[src/rtl/ims_ram.sv]
// Generic single-port synchronous RAM with registered read data.
`default_nettype none

module ims_ram #(
    parameter int WIDTH = 8,
    parameter int DEPTH = 16,
    localparam int AW   = (DEPTH > 1) ? $clog2(DEPTH) : 1
) (
    input  wire logic             i_clk,
    input  wire logic             i_we,
    input  wire logic             i_re,
    input  wire logic [AW-1:0]    i_addr,
    input  wire logic [WIDTH-1:0] i_wdata,
    output logic      [WIDTH-1:0] o_rdata
);

    logic [WIDTH-1:0] r_mem [DEPTH];
    logic [WIDTH-1:0] r_rdata;

    // Write port and registered read
    always_ff @(posedge i_clk) begin
        if (i_we) begin
            r_mem[i_addr] <= i_wdata;
        end
        if (i_re) begin
            r_rdata <= r_mem[i_addr];
        end
    end

    assign o_rdata = r_rdata;

endmodule

`default_nettype wire

[config.mk]
export PLATFORM = sky130hd
export DESIGN_NAME = ims_ram
export DESIGN_NICKNAME = d
export VERILOG_FILES = /design/src/rtl/ims_ram.sv
export SDC_FILE = /design/constraint.sdc
export NUM_CORES = 1
export LEC_CHECK = 0
export BUFFER_PORTS_ARGS = -buffer_cell sky130_fd_sc_hd__buf_2
export CAP_MARGIN = 20
export CORE_MARGIN = 5
export CORE_UTILIZATION = 40
export DETAILED_ROUTE_END_ITERATION = 10
export SETUP_SLACK_MARGIN = 0.4
export SYNTH_ARGS = -nofsm -noshare
export SYNTH_HDL_FRONTEND = slang
export SYNTH_SLANG_ARGS = --single-unit
[constraint.sdc]
create_clock -name i_clk -period 2.6 [get_ports i_clk]
set_input_delay 0.13 -clock i_clk [delete_from_list [all_inputs] [get_ports i_clk]]
set_output_delay 0.13 -clock i_clk [all_outputs]
set_load 0.02 [all_outputs]
==> metrics.md <==
| Metric | Value |
|---|---|
| Sequential area share after synthesis | `79.3%` |
| Ant. Diodes | `0` |
| TritonRoute pass-1 iters | `4` |
| Final Routed Wirelength | `between 9000 and 10000 um` |
| Reg clk slew, reported paths | `about 0.060 ns` |
| Max Root-Sink Buffers | `2` |
| Die Span X | `123 um` |
| Cells after synthesis | `230` |
| Initial DRC count | `188` |
| Initial Util | `roughly two fifths` |
| Largest family of logic cells by synthesized area | `multiplexers` |
| Synth Area in XOR/XNOR | `0%` |
| Final worst path period need | `1.59 ns` |
| First-pass GRT wire length | `~15000 um` |
| RSZ-0062 raised after global routing | `false` |
| Setup TNS | `0 ns` |
| Delay-heaviest family, CP | `buffers and inverters` |
| CTS Buf Count | `17` |
| Status | `completed` |
| Worst setup EP type | `register` |
| Grt ovf | `0` |
| Via count of the first global-routing pass | `2577` |
| PD cells | `849 mW/mm^2` |
| Worst setup path class | `in -> reg` |
| Worst setup SP type | `input port` |
| Worst VDD drop | `a little over 0.4 mV` |
| Max-cap viol count | `0` |
| Setup Viol. Count Final | `0` |
| DPL Wire Length | `6310 um` |
| Routed length per instance | `between 20 and 25 um` |
| Simple-gate share of the synthesized area | `3.16%` |
| Final Util | `49.1%` |
| Post-synthesis compound-gate area fraction | `2.33%` |
| Slew margin rel. | `a little under half` |
| Netlist cell types | `17` |
| Clock Latency Late Sink | `just over 0.4 ns` |
| Final net count | `295` |
| WP buf/inv | `2` |
| Slowest stage delay, CP | `~0.53 ns` |
| Tot GR Track Use | `13.7%` |
| YS warnings | `0` |
| Lkg Pwr | `2.03 nW` |
| Die area | `0.0152 mm^2` |
| Drc violations | `0` |
| #FFs+latches synth | `between 100 and 150` |
| ANT nets after route | `0` |
| Pin count of the biggest net entering global routing | `34` |
| CP Cell Sequence | `buf_2 -> buf_4 -> mux4_2 -> a22oi_1 -> nand2_1` |
| Postcts setup bufs | `0` |
| Die Ht | `123 um` |
| Vias after detailed routing | `between 2000 and 2500` |
| FP Rows | `just over 40` |
| Initial antenna violation count | `0` |
| TritonCTS clock tree | `built` |
| CP Max Fanout | `17` |
| Post_cts resized | `0` |
| Gpl congestion | `0.741` |
| Arr. time, crit path | `1.75 ns` |
| Mux cell area share after synthesis | `14.0%` |
| Data required time of the worst path | `2.75 ns` |
| Clk sinks | `roughly 140` |
| Fmax | `around 630 MHz` |
| Port Buf Inserts | `22` |
| Clock root buffer | `clkbuf_16` |
| Core box area | `0.0126 mm^2` |
| Io pins | `23` |
| Adder-Cell Fraction of Synth Area | `0%` |
| Clock Skews | `0.00773 ns` |
| Critical path's slowest cell | `mux4_2` |
| Worst min-delay path class | `in -> reg` |
| Synthesized area per cell | `22.4 um^2` |
| CTS Hold Bufs | `0` |
| Cell area after synthesis | `0.00515 mm^2` |
| Via-to-Cell Ratio | `5.14` |
| Max-slew violations | `0` |
| Worst-Margin Slew | `0.811 ns` |
| Final period utilization | `61.3%` |
| Syn nets | `245` |
| H-tree levels | `4` |
| Final Hold Vio Count | `0` |
| Area delta synth->final | `20.4%` |
| Share of cells above drive strength 1 | `about a third` |
per-layer routing:
metal	part of all wire (%)	routed length, um	track usage, %
met1	41	3930	16.6
met2	53	5000	23.6
met3	4.6	437	3.29
met4	1.3	125	5.61
met5	0	0	0
sequential cells by signal (all words and copies together), names as in the netlist:
name,cells
r_mem,128
o_rdata,8
synth_stat cells:
master      n  area, um^2
nand2b_1    2        12.5
edfxtp_1  136        4080
mux4_2     32         721
or3b_2      1        8.76
nor3_1      4        20.0
nand3b_1    2        15.0
nand2_1     9        33.8
clkbuf_1    2        7.51
a22oi_1    16         120
buf_1       4        15.0
nand3_1     1        5.00
buf_2       2        10.0
nor2b_1     2        12.5
and2_1      1        6.26
nor2_1     13        48.8
buf_6       2        22.5
clkbuf_2    1        5.00
cells by family (layout without fill, tap and decap cells):
group	Yosys count	in the layout
DFF	136	136
and+or+nand+nor	35	35
muxes	32	32
AOI/OAI and AO/OA	16	16
buffers and inverters	11	74
cells in the final DEF (no fill, tap or decap), drive strengths merged:
cell,Yosys,final
nand2b,2,2
inv,0,1
nor2,13,13
nor3,4,4
clkinvlp,0,3
clkinv,0,4
nand3b,2,2
mux4,32,32
edfxtp,136,136
buf,8,42
bufinv,0,5
nand2,9,9
a22oi,16,16
clkbuf,3,19
nand3,1,1
or3b,1,1
nor2b,2,2
and2,1,1
report_power, final:
| part | internal (W) | leakage [nW] | switching, W |
|---|---|---|---|
| Clock | 0.00169 | 0.296 | 0.000855 |
| Sequential | 0.00247 | 1.24 | 0.0000121 |
| Combinational | 0.0000936 | 0.502 | 0.000136 |
per-stage QoR:
step	power [W]	hold WS (ns)	cell area, um^2	std cells	worst slack (ns)
after floorplan	0.00267	0.229	5150	230	0.977
after global placement	0.00276	0.498	5560	432	0.554
after detailed placement	0.00276	0.493	5560	433	0.537
after CTS	0.00530	0.0659	6200	465	0.971
after global routing	0.00543	0.0601	6200	465	0.834
final	0.00526	0.0670	6200	465	1.01
worst paths after layout:
check               startpoint    endpoint  slack, ns  cells past startpoint
hold reg to reg   r_mem[14][6]  o_rdata[6]       0.75                      3
setup reg to reg   r_mem[0][6]  o_rdata[6]       1.11                      3
hold / removal            i_re  o_rdata[6]       0.07                      1
setup / recovery     i_addr[0]  o_rdata[5]       1.01                      5
area by class of cell:
| cell class | count | area (um^2) |
|---|---|---|
| repair buffers | 42 | 260 |
| well taps | 172 | 215 |
| multi-input cells | 83 | 1000 |
| fillers | 1018 | 6420 |
| clock buffers | 19 | 433 |
| flip-flops and latches | 136 | 4080 |
| clock inverters | 13 | 201 |
No activity file was read; power rests on OpenSTA's default activity.
