**src/rtl/ims_pkg.sv**
```systemverilog
// Shared types, constants and helper functions of the IMU stationary detector.
`default_nettype none

package ims_pkg;

    // Field widths
    localparam int DATA_W   = 16;          // raw sensor count
    localparam int MAG_W    = 17;          // window magnitude slot
    localparam int ROOT_W   = 16;          // square root result
    localparam int RAD_W    = 32;          // squared magnitude
    localparam int BIAS_W   = 32;          // Q15.16 bias state
    localparam int FRAC_W   = 16;          // fraction bits of the bias state
    localparam int CFG_W    = 16;          // widest configuration register
    localparam int CFG_IDX_W = 2;
    localparam int NUM_AXES = 3;

    // Stream payload widths (whole bytes)
    localparam int IN_DATA_W  = 6 * DATA_W;                 // 96
    localparam int OUT_DATA_W = 56;                         // 1 + 3*16 padded to 7 bytes

    // Defaults
    localparam int WINDOW_DEPTH_DEF = 16;
    localparam int MIN_FILL         = 5;
    localparam logic [CFG_W-1:0] THRESHOLD_RST = 16'd64;
    localparam logic [CFG_W-1:0] ALPHA_RST     = 16'd655;

    // Configuration register indexes
    typedef enum logic [CFG_IDX_W-1:0] {
        CFG_THRESHOLD = 2'd0,
        CFG_ALPHA     = 2'd1
    } t_cfg_idx;

    // Item kinds
    typedef enum logic {
        FUNC_ACCEL = 1'b0,
        FUNC_GYRO  = 1'b1
    } t_func;

    // Square-root unit handshake
    typedef struct packed {
        logic                start;
        logic [RAD_W-1:0]    radicand;
    } t_sqrt_req;

    typedef struct packed {
        logic                done;
        logic [ROOT_W-1:0]   root;
    } t_sqrt_rsp;

    // Integer part of a Q15.16 bias, rounded half up
    function automatic logic [DATA_W-1:0] round_bias(input logic [BIAS_W-1:0] b);
        logic [BIAS_W:0] t;
        t = {b[BIAS_W-1], b} + (BIAS_W+1)'(32768);
        return t[BIAS_W-1:FRAC_W];
    endfunction

endpackage

`default_nettype wire

```
**src/rtl/ims_isqrt.sv**
```systemverilog
// Iterative floor square root, one result bit per cycle.
`default_nettype none

module ims_isqrt (
    input  wire logic                i_clk,
    input  wire logic                i_rst_n,
    input  wire ims_pkg::t_sqrt_req  i_req,
    output ims_pkg::t_sqrt_rsp       o_rsp
);

    localparam int ROOT_W = ims_pkg::ROOT_W;
    localparam int RAD_W  = ims_pkg::RAD_W;
    localparam int REM_W  = ROOT_W + 1;
    localparam int CNT_W  = $clog2(ROOT_W);

    logic [RAD_W-1:0]  r_rad;
    logic [REM_W-1:0]  r_rem;
    logic [ROOT_W-1:0] r_root;
    logic [CNT_W-1:0]  r_cnt;
    logic              r_busy;
    logic              r_done;

    logic [REM_W+1:0]  rem_sh;
    logic [REM_W+1:0]  trial;
    logic              take;
    logic [REM_W+1:0]  rem_sub;

    // One digit pair per step: bring down two bits, try (root<<2)|1
    always_comb begin
        rem_sh  = {r_rem, r_rad[RAD_W-1 -: 2]};
        trial   = {1'b0, r_root, 2'b01};
        take    = (rem_sh >= trial);
        rem_sub = take ? (rem_sh - trial) : rem_sh;
    end

    // Control
    always_ff @(posedge i_clk) begin
        if (!i_rst_n) begin
            r_busy <= 1'b0;
            r_done <= 1'b0;
            r_cnt  <= '0;
        end else begin
            r_done <= 1'b0;
            if (i_req.start) begin
                r_busy <= 1'b1;
                r_cnt  <= '0;
            end else if (r_busy) begin
                r_cnt <= r_cnt + CNT_W'(1);
                if (r_cnt == CNT_W'(ROOT_W - 1)) begin
                    r_busy <= 1'b0;
                    r_done <= 1'b1;
                end
            end
        end
    end

    // Datapath
    always_ff @(posedge i_clk) begin
        if (i_req.start) begin
            r_rad  <= i_req.radicand;
            r_rem  <= '0;
            r_root <= '0;
        end else if (r_busy) begin
            r_rad  <= {r_rad[RAD_W-3:0], 2'b00};
            r_rem  <= rem_sub[REM_W-1:0];
            r_root <= {r_root[ROOT_W-2:0], take};
        end
    end

    assign o_rsp.done = r_done;
    assign o_rsp.root = r_root;

endmodule

`default_nettype wire

```
**config.mk**
```make
export PLATFORM = sky130hd
export DESIGN_NAME = ims_isqrt
export DESIGN_NICKNAME = d
export VERILOG_FILES = /design/src/rtl/ims_pkg.sv /design/src/rtl/ims_isqrt.sv
export SDC_FILE = /design/constraint.sdc
export NUM_CORES = 1
export LEC_CHECK = 0
export BUFFER_PORTS_ARGS = -buffer_cell sky130_fd_sc_hd__buf_2
export CORE_MARGIN = 3
export CORE_UTILIZATION = 50
export DETAILED_ROUTE_END_ITERATION = 8
export PLACE_DENSITY_LB_ADDON = 0.05
export SYNTH_ARGS = -nofsm -noshare
export SYNTH_HDL_FRONTEND = slang
export SYNTH_SLANG_ARGS = --single-unit
```
**constraint.sdc**
```tcl
create_clock -name i_clk -period 6.1 [get_ports i_clk]
set_input_delay 0.915 -clock i_clk [delete_from_list [all_inputs] [get_ports i_clk]]
set_output_delay 0.915 -clock i_clk [all_outputs]
set_load 0.05 [all_outputs]
```
==> flow_metrics.env, run 1 <==
export IMPL_die_w_um=93.86
export IMPL_drtIter0Drc=121
export IMPL_start_kind="register"
export IMPL_gp_congestion=0.8441
export IMPL_grt_use_met3_pct=5.369
export IMPL_slowest_delay_ns=0.68
export IMPL_grtUsageTotal_pct=18.44
export IMPL_drive_gt1_share_pct=25.52
export IMPL_reg2regPathDepth=8
export IMPL_setup_viol=0
export IMPL_register_area_um2=1743
export IMPL_ys_ff_latch=71
export IMPL_rr_endpoint="r_rem[12]"
export IMPL_hold_violations=0
export IMPL_seq_power_share_pct=33.5
export IMPL_cts_tree="done"
export IMPL_placedInstanceArea_um2=4178
export IMPL_slew_viol_final=0
export IMPL_finalClockSkew_ns=0.01616
export IMPL_power_density_nw_per_um2=411.5
export IMPL_row_count=31
export IMPL_ant_nets=0
export IMPL_drc=0
export IMPL_antenna_found_initial=0
export IMPL_synth_seq_area_share_pct=45.12
export IMPL_timing_rr_start="r_root[14]"
export IMPL_path_max_fanout=19
export IMPL_cts_resized=0
export IMPL_status="completed"
export IMPL_vias_per_cell=5.466
export IMPL_critPathArrivalTime_ns=3.19
export IMPL_synth_most_common_cell="nor2_1"
export IMPL_maxClockFrequency_mhz=339.8
export IMPL_design_area_um2=4367
export IMPL_combPwrFrac_pct=46.3
export IMPL_synthTopCellsByArea="edfxtp_1 (25%), dfxtp_1 (20%), mux2_2 (9.0%)"
export IMPL_synthFlopType="dfxtp_1"
export IMPL_fillCellCount=667
export IMPL_async_flop_share_pct=0
export IMPL_numPortBuffers=51
export IMPL_p_switching_uw=697.7
export IMPL_multi_input_comb_area_um2=1947
export IMPL_grt_busiest_layer="met2"
export IMPL_synth_edff_count=32
export IMPL_syn_avg_cell_area_um2=10.16
export IMPL_hpwlAfterDp_um=5263
export IMPL_synth_cell_types=53
export IMPL_hp_class="reg -> reg"
export IMPL_clk_latency_ns=0.35
export IMPL_cts_sinks=71
export IMPL_yosysTopAreaCell="edfxtp_1"
export IMPL_grt_use_met2_pct=27.20
export IMPL_clkPwrFrac_pct=20.2
export IMPL_numCtsBuffers=9
export IMPL_grt_pass1_wl_um=12950
export IMPL_worstMarginPinSlew_ns=0.7981
export IMPL_h_tree_depth=3
export IMPL_wl_um=7555
export IMPL_slew_headroom_pct=46.79
export IMPL_post_cts_buffers=0
export IMPL_syn_cell_area_um2=3860
export IMPL_synthTopCellsByCount="nor2_1 (43), dfxtp_1 (39), edfxtp_1 (32), mux2_2 (31), nand2_1 (25)"
export IMPL_synth_top_area_share_pct=24.89
export IMPL_first_pass_iters=4
export IMPL_grt_use_met1_pct=25.71
export IMPL_cts_buffer_depth=2
export IMPL_routedWlPerCell_um=14.25
export IMPL_tns_ns=0
export IMPL_peakVddDrop_v=0.0002421
export IMPL_cp_required_ns=6.35
export IMPL_slowest_stage="or3_1"
export IMPL_core_um2=7370
export IMPL_maxCapViolations=0
export IMPL_grt_pass1_vias=2753
export IMPL_cp_startpoint="r_root[14]"
export IMPL_grt_max_degree=74
export IMPL_p_leak_uw=0.001791
export IMPL_switching_share_pct=38.83
export IMPL_grt_setup_unrepaired="no"
export IMPL_critPathKind="reg -> reg"
export IMPL_crit_chain="inv_1, ha_1, and4b_1, and4_1, a221o_1, or3_1, and2_4, a2111oi_2"
export IMPL_period_needed_ns=2.943
export IMPL_dieArea_um2=8810
export IMPL_areaGrowthSynthToFinish_pct=13.13
export IMPL_p_int_uw=1099
export IMPL_ios=52
export IMPL_cts_hold_buffers_added=0
export IMPL_regToRegSetupSlack_ns=3.16
export IMPL_critPathCapture="r_rem[12]"
export IMPL_finalPower_uw=1797
export IMPL_post_route_period_util_pct=48.25
export IMPL_antenna_cells=0
export IMPL_start_util_pct=52.38
export IMPL_num_vias=2897
export IMPL_syn_inst=380
export IMPL_ys_warn_count=0
export IMPL_root_buffer="clkbuf_8"
export IMPL_grt_overflow_total=0
export IMPL_nets=480
export IMPL_syn_num_nets=434
export IMPL_cp_end_kind="register"
export IMPL_path_clk_slew_ns=0.08
export IMPL_fp_dieH_um=93.86
-- layout make-up --
cell class | count | area share, %
clock buffers | 10 | 2.923
clock inverters | 6 | 1.404
inverters | 23 | 1.977
multi-input cells | 267 | 44.58
flip-flops and latches | 71 | 39.91
well taps | 99 | 2.837
repair buffers | 54 | 6.361
-- placed cells by master (no fill, tap or decap), types with 4 or more instances in the layout --
cell type	synthesis	final
a21o_1	4	4
a21oi_1	16	16
a311oi_1	7	7
buf_2	2	51
clkbuf_8	0	9
dfxtp_1	39	38
edfxtp_1	32	32
ha_1	19	19
inv_1	23	23
mux2_2	31	31
mux2i_1	16	16
nand2_1	25	25
nand2b_1	7	7
nand3_1	6	6
nand4_1	5	5
nor2_1	43	43
nor3_1	7	7
o21ai_0	9	9
xnor2_1	9	9
xor2_1	5	5
-- layer usage --
layer,vias to the layer above,share of wire (%)
met4,0,1.6
met5,-,0
met2,60,44
li1,1475,-
met1,1350,50
met3,12,4.6
-- flip-flops by register name, indices dropped and copies added (netlist names) --
name    count
r_root     16
r_rem      17
r_done      1
r_rad      32
r_busy      1
r_cnt       4
-- metrics by stage --
stage                     worst slack [ns]  utilization [%]  std cells  hold WS [ns]
after global routing                 2.922            59.25        530        0.4966
after detailed placement             3.189            56.69        514        0.4559
after global placement               3.285            56.69        514        0.4524
final                                3.157            59.25        530        0.4666
after CTS                            3.173            59.25        530        0.4667
after floorplan                      3.270                -        380        0.4392
-- how the worst min path moves through the flow --
stage                        start     end  slack [ns]  depth (start not counted)
after global placement    r_cnt[3]  r_done        0.45                          2
after CTS                 r_cnt[3]  r_done        0.47                          2
after detailed placement  r_cnt[3]  r_done        0.46                          2
after floorplan           r_cnt[3]  r_done        0.44                          2
after global routing      r_cnt[3]  r_done        0.50                          2
final                     r_cnt[3]  r_done        0.47                          2
-- power groups by stage --
stage               combinational, uW  clock (uW)  sequential [uW]
finish                            833         363              602
global route                      927         398              611
CTS                               825         378              602
detailed placement                817           0              612
global placement                  813           0              611
floorplan                         668           0              608
-- cell families after synthesis --
| kind of cell | Yosys count | synth area share [%] |
|---|---|---|
| buffers and inverters | 42 | 4.441 |
| DFF | 71 | 45.12 |
| adders and majority gates | 19 | 6.159 |
| muxes | 47 | 13.19 |
| xor gates and xnor gates | 14 | 3.177 |
| AOI/OAI and AO/OA | 68 | 12.74 |
| and+or+nand+nor | 119 | 15.17 |
-- critical path: cells and delay by family (launching register included) --
family / cells / cell delay, ns
flip-flops: 1 / 0.37
adder cells (fa/ha/maj): 1 / 0.35
buffers and inverters: 1 / 0.06
AND/OR/NAND/NOR: 4 / 1.44
AO/OA/AOI/OAI: 2 / 0.61
No activity file was read; power rests on OpenSTA's default activity.
==> run 2, diff against run 1 <==
--- a/config.mk
+++ b/config.mk
@@ -5,6 +5,7 @@
 export SDC_FILE = /design/constraint.sdc
 export NUM_CORES = 1
 export LEC_CHECK = 0
+export ABC_AREA = 1
 export BUFFER_PORTS_ARGS = -buffer_cell sky130_fd_sc_hd__buf_2
 export CORE_MARGIN = 3
 export CORE_UTILIZATION = 50
==> constraint.sdc (replaced) <==
create_clock -name i_clk -period 2.4 [get_ports i_clk]
set_input_delay 0.36 -clock i_clk [delete_from_list [all_inputs] [get_ports i_clk]]
set_output_delay 0.36 -clock i_clk [all_outputs]
set_load 0.05 [all_outputs]
==> run 2 against run 1 <==
Compared with the run above:
- cell count increased by 36%
- count of clock-buffer cells in the layout stayed put
- first-iteration DRC count up 71%
- flip-flop and latch count did not move
- die area up 7.2%
- power rose to 2.7 times the previous value
- core utilization increased by 0.98 points
- clock power rose to 3.2 times the previous value
- sequential power is 140% higher
- largest cell class unchanged
==> flow_metrics.env, run 2 <==
export IMPL_status="completed"
export IMPL_cp_end_kind="register"
export IMPL_post_route_period_util_pct=89.97
export IMPL_wl_um=9485
export IMPL_async_flop_share_pct=0
export IMPL_ys_ff_latch=71
export IMPL_antenna_cells=0
export IMPL_numCtsBuffers=9
export IMPL_worstHoldStart="i_rst_n"
export IMPL_critPathKind="reg -> reg"
export IMPL_drt_met1_wl_um=4586
export IMPL_synthFlopType="dfxtp_1"
export IMPL_peakVddDrop_v=0.0005082
export IMPL_grt_pass1_vias=3447
export IMPL_syn_avg_cell_area_um2=7.394
export IMPL_wl_met3_um=500
export IMPL_hpwlAfterDp_um=7349
export IMPL_clk_latency_ns=0.34
export IMPL_numPortBuffers=51
export IMPL_largest_reg_flops=32
export IMPL_power_density_nw_per_um2=1004
export IMPL_slew_viol_final=0
export IMPL_design_area_um2=4751
export IMPL_critPathArrivalTime_ns=2.44
export IMPL_synth_top_area_share_pct=23.13
export IMPL_yosysTopAreaCell="edfxtp_1"
export IMPL_antenna_found_initial=0
export IMPL_synth_seq_area_share_pct=41.92
export IMPL_largest_register="r_rad"
export IMPL_gp_congestion=0.9097
export IMPL_hp_class="in -> reg"
export IMPL_met2_length_um=4247
export IMPL_grt_max_degree=40
export IMPL_ios=52
export IMPL_final_cell_mix="nand2_1 (218), inv_1 (72), buf_2 (51), dfxtp_1 (39), edfxtp_1 (32)"
export IMPL_cts_hold_buffers_added=0
export IMPL_hold_slack_ns=0.2591
export IMPL_syn_num_nets=616
export IMPL_core_um2=7888
export IMPL_regToRegSetupSlack_ns=0.24
export IMPL_worstMarginPinSlew_ns=0.5771
export IMPL_ant_nets=0
export IMPL_root_buffer="clkbuf_8"
export IMPL_dieArea_um2=9440
export IMPL_cp_startpoint="r_root[10]"
export IMPL_row_count=32
export IMPL_dr_max_layer_used="met4"
export IMPL_maxCapViolations=0
export IMPL_start_kind="register"
export IMPL_start_util_pct=52.68
export IMPL_layout_commonest_cell="nand2_1"
export IMPL_die_w_um=97.16
export IMPL_drtIter0Drc=207
export IMPL_cts_sinks=71
export IMPL_syn_inst=562
export IMPL_setup_viol=0
export IMPL_period_needed_ns=2.159
export IMPL_timing_rr_start="r_root[10]"
export IMPL_synthTopCellsByCount="nand2_1 (219), inv_1 (72), dfxtp_1 (39), edfxtp_1 (32), nand3_1 (31)"
export IMPL_finalClockSkew_ns=0.01242
export IMPL_grt_overflow_total=0
export IMPL_grt_pass1_wl_um=16270
export IMPL_cts_buffer_depth=2
export IMPL_min_path_cells=3
export IMPL_drive_gt1_share_pct=17.02
export IMPL_synth_edff_count=32
export IMPL_syn_cell_area_um2=4155
export IMPL_path_max_fanout=17
export IMPL_synth_most_common_cell="nand2_1"
export IMPL_areaGrowthSynthToFinish_pct=14.33
export IMPL_vias_per_cell=4.985
export IMPL_nets=666
export IMPL_grt_setup_unrepaired="no"
export IMPL_tns_ns=0
export IMPL_first_pass_iters=4
export IMPL_synth_cell_types=33
export IMPL_hold_end="r_busy"
export IMPL_path_clk_slew_ns=0.08
export IMPL_fp_dieH_um=97.16
export IMPL_placedInstanceArea_um2=4489
export IMPL_ys_warn_count=0
export IMPL_reg2regPathDepth=12
export IMPL_num_vias=3584
export IMPL_rr_endpoint="r_rem[13]"
export IMPL_h_tree_depth=3
export IMPL_cp_required_ns=2.68
export IMPL_synthTopCellsByArea="edfxtp_1 (23%), nand2_1 (20%), dfxtp_1 (19%)"
export IMPL_grtUsageTotal_pct=21.00
export IMPL_hold_violations=0
export IMPL_reg_largest_list="r_rad x32, r_rem x17, r_root x16"
export IMPL_drc=0
export IMPL_routedWlPerCell_um=13.19
export IMPL_p_leak_uw=0.002454
export IMPL_slew_headroom_pct=61.49
export IMPL_maxClockFrequency_mhz=463.1
export IMPL_cts_tree="done"
## run 2: changes by cell type in the layout (fill, tap and decap cells not counted), sizes merged, moves of 5 or more
| cell | previous run | this run |
|---|---|---|
| nand3 | 6 | 40 |
| inv | 24 | 77 |
| buf | 54 | 59 |
| o22ai | 2 | 15 |
| mux2i | 16 | 0 |
| nor2 | 43 | 35 |
| xnor2 | 9 | 0 |
| mux2 | 31 | 0 |
| nand2b | 7 | 0 |
| nand4 | 5 | 18 |
| a311oi | 7 | 0 |
| nand2 | 25 | 226 |
## run 2: timing repair
item,4_1_cts,5_1_grt
resized for setup,0,2
buffers inserted,0,1
endpoints found under the setup margin,0,4
## run 2: worst max-delay path by stage
| stage | endpoint | slack (ns) |
|---|---|---|
| after floorplan | r_rem[1] | 0.17 |
| after global placement | r_rem[14] | 0.20 |
| after detailed placement | r_root[0] | 0.17 |
| after CTS | r_root[0] | 0.15 |
| after global routing | r_root[0] | 0.02 |
| final | r_rem[13] | 0.24 |
## run 2: critical path: stages, from the launching register on
cell     delay (ns)
dfxtp_1        0.34
inv_1          0.09
ha_1           0.38
nand2_1        0.09
inv_1          0.09
nand2_1        0.10
nor2_1         0.31
nand2_8        0.15
nand2_8        0.16
nand2_2        0.12
nor2_1         0.14
nor2_1         0.06
nor2_1         0.07
## run 2: logic make-up (layout without fill, tap and decap cells)
group                      Yosys count  in the layout  synth area share [%]
and+or+nand+nor                    328            328                 35.29
DFF                                 71             71                 41.92
xor gates and xnor gates             7              7                 1.475
AOI/OAI and AO/OA                   40             40                 5.902
buffers and inverters               97            152                 9.696
adders and majority gates           19             19                 5.721
## run 2: final cells by class
class / count / area, um2
inverter: 77 / 289.0
tap: 102 / 127.6
clock buffer: 10 / 127.6
sequential: 71 / 1742
multi-input combinational: 394 / 2022
timing repair buffer: 59 / 327.8
clock inverter: 6 / 115.1
fill: 742 / 3137
## run 2: layer usage
layer  up-vias  global-route usage (%)
met5         -                       0
met4         0                   6.695
met3        13                   3.518
met2        79                   32.27
met1      1594                   30.12
li1       1898                       -
## run 2: through the flow
stage	total power (uW)	worst slack, ns	util, %	instances
after global placement	3550	0.2048	56.92	702
final	4770	0.2407	60.23	719
after floorplan	3224	0.1696	-	562
after global routing	5130	0.02042	60.23	719
after detailed placement	3551	0.1712	56.92	702
after CTS	4721	0.1541	59.99	718
## run 2: report_power, final
group	leakage, uW	internal [uW]	total (uW)	switching [uW]
Combinational	0.00169	711	2140	1430
Clock	0.000117	698	1160	463
Sequential	0.000646	1390	1470	75.1
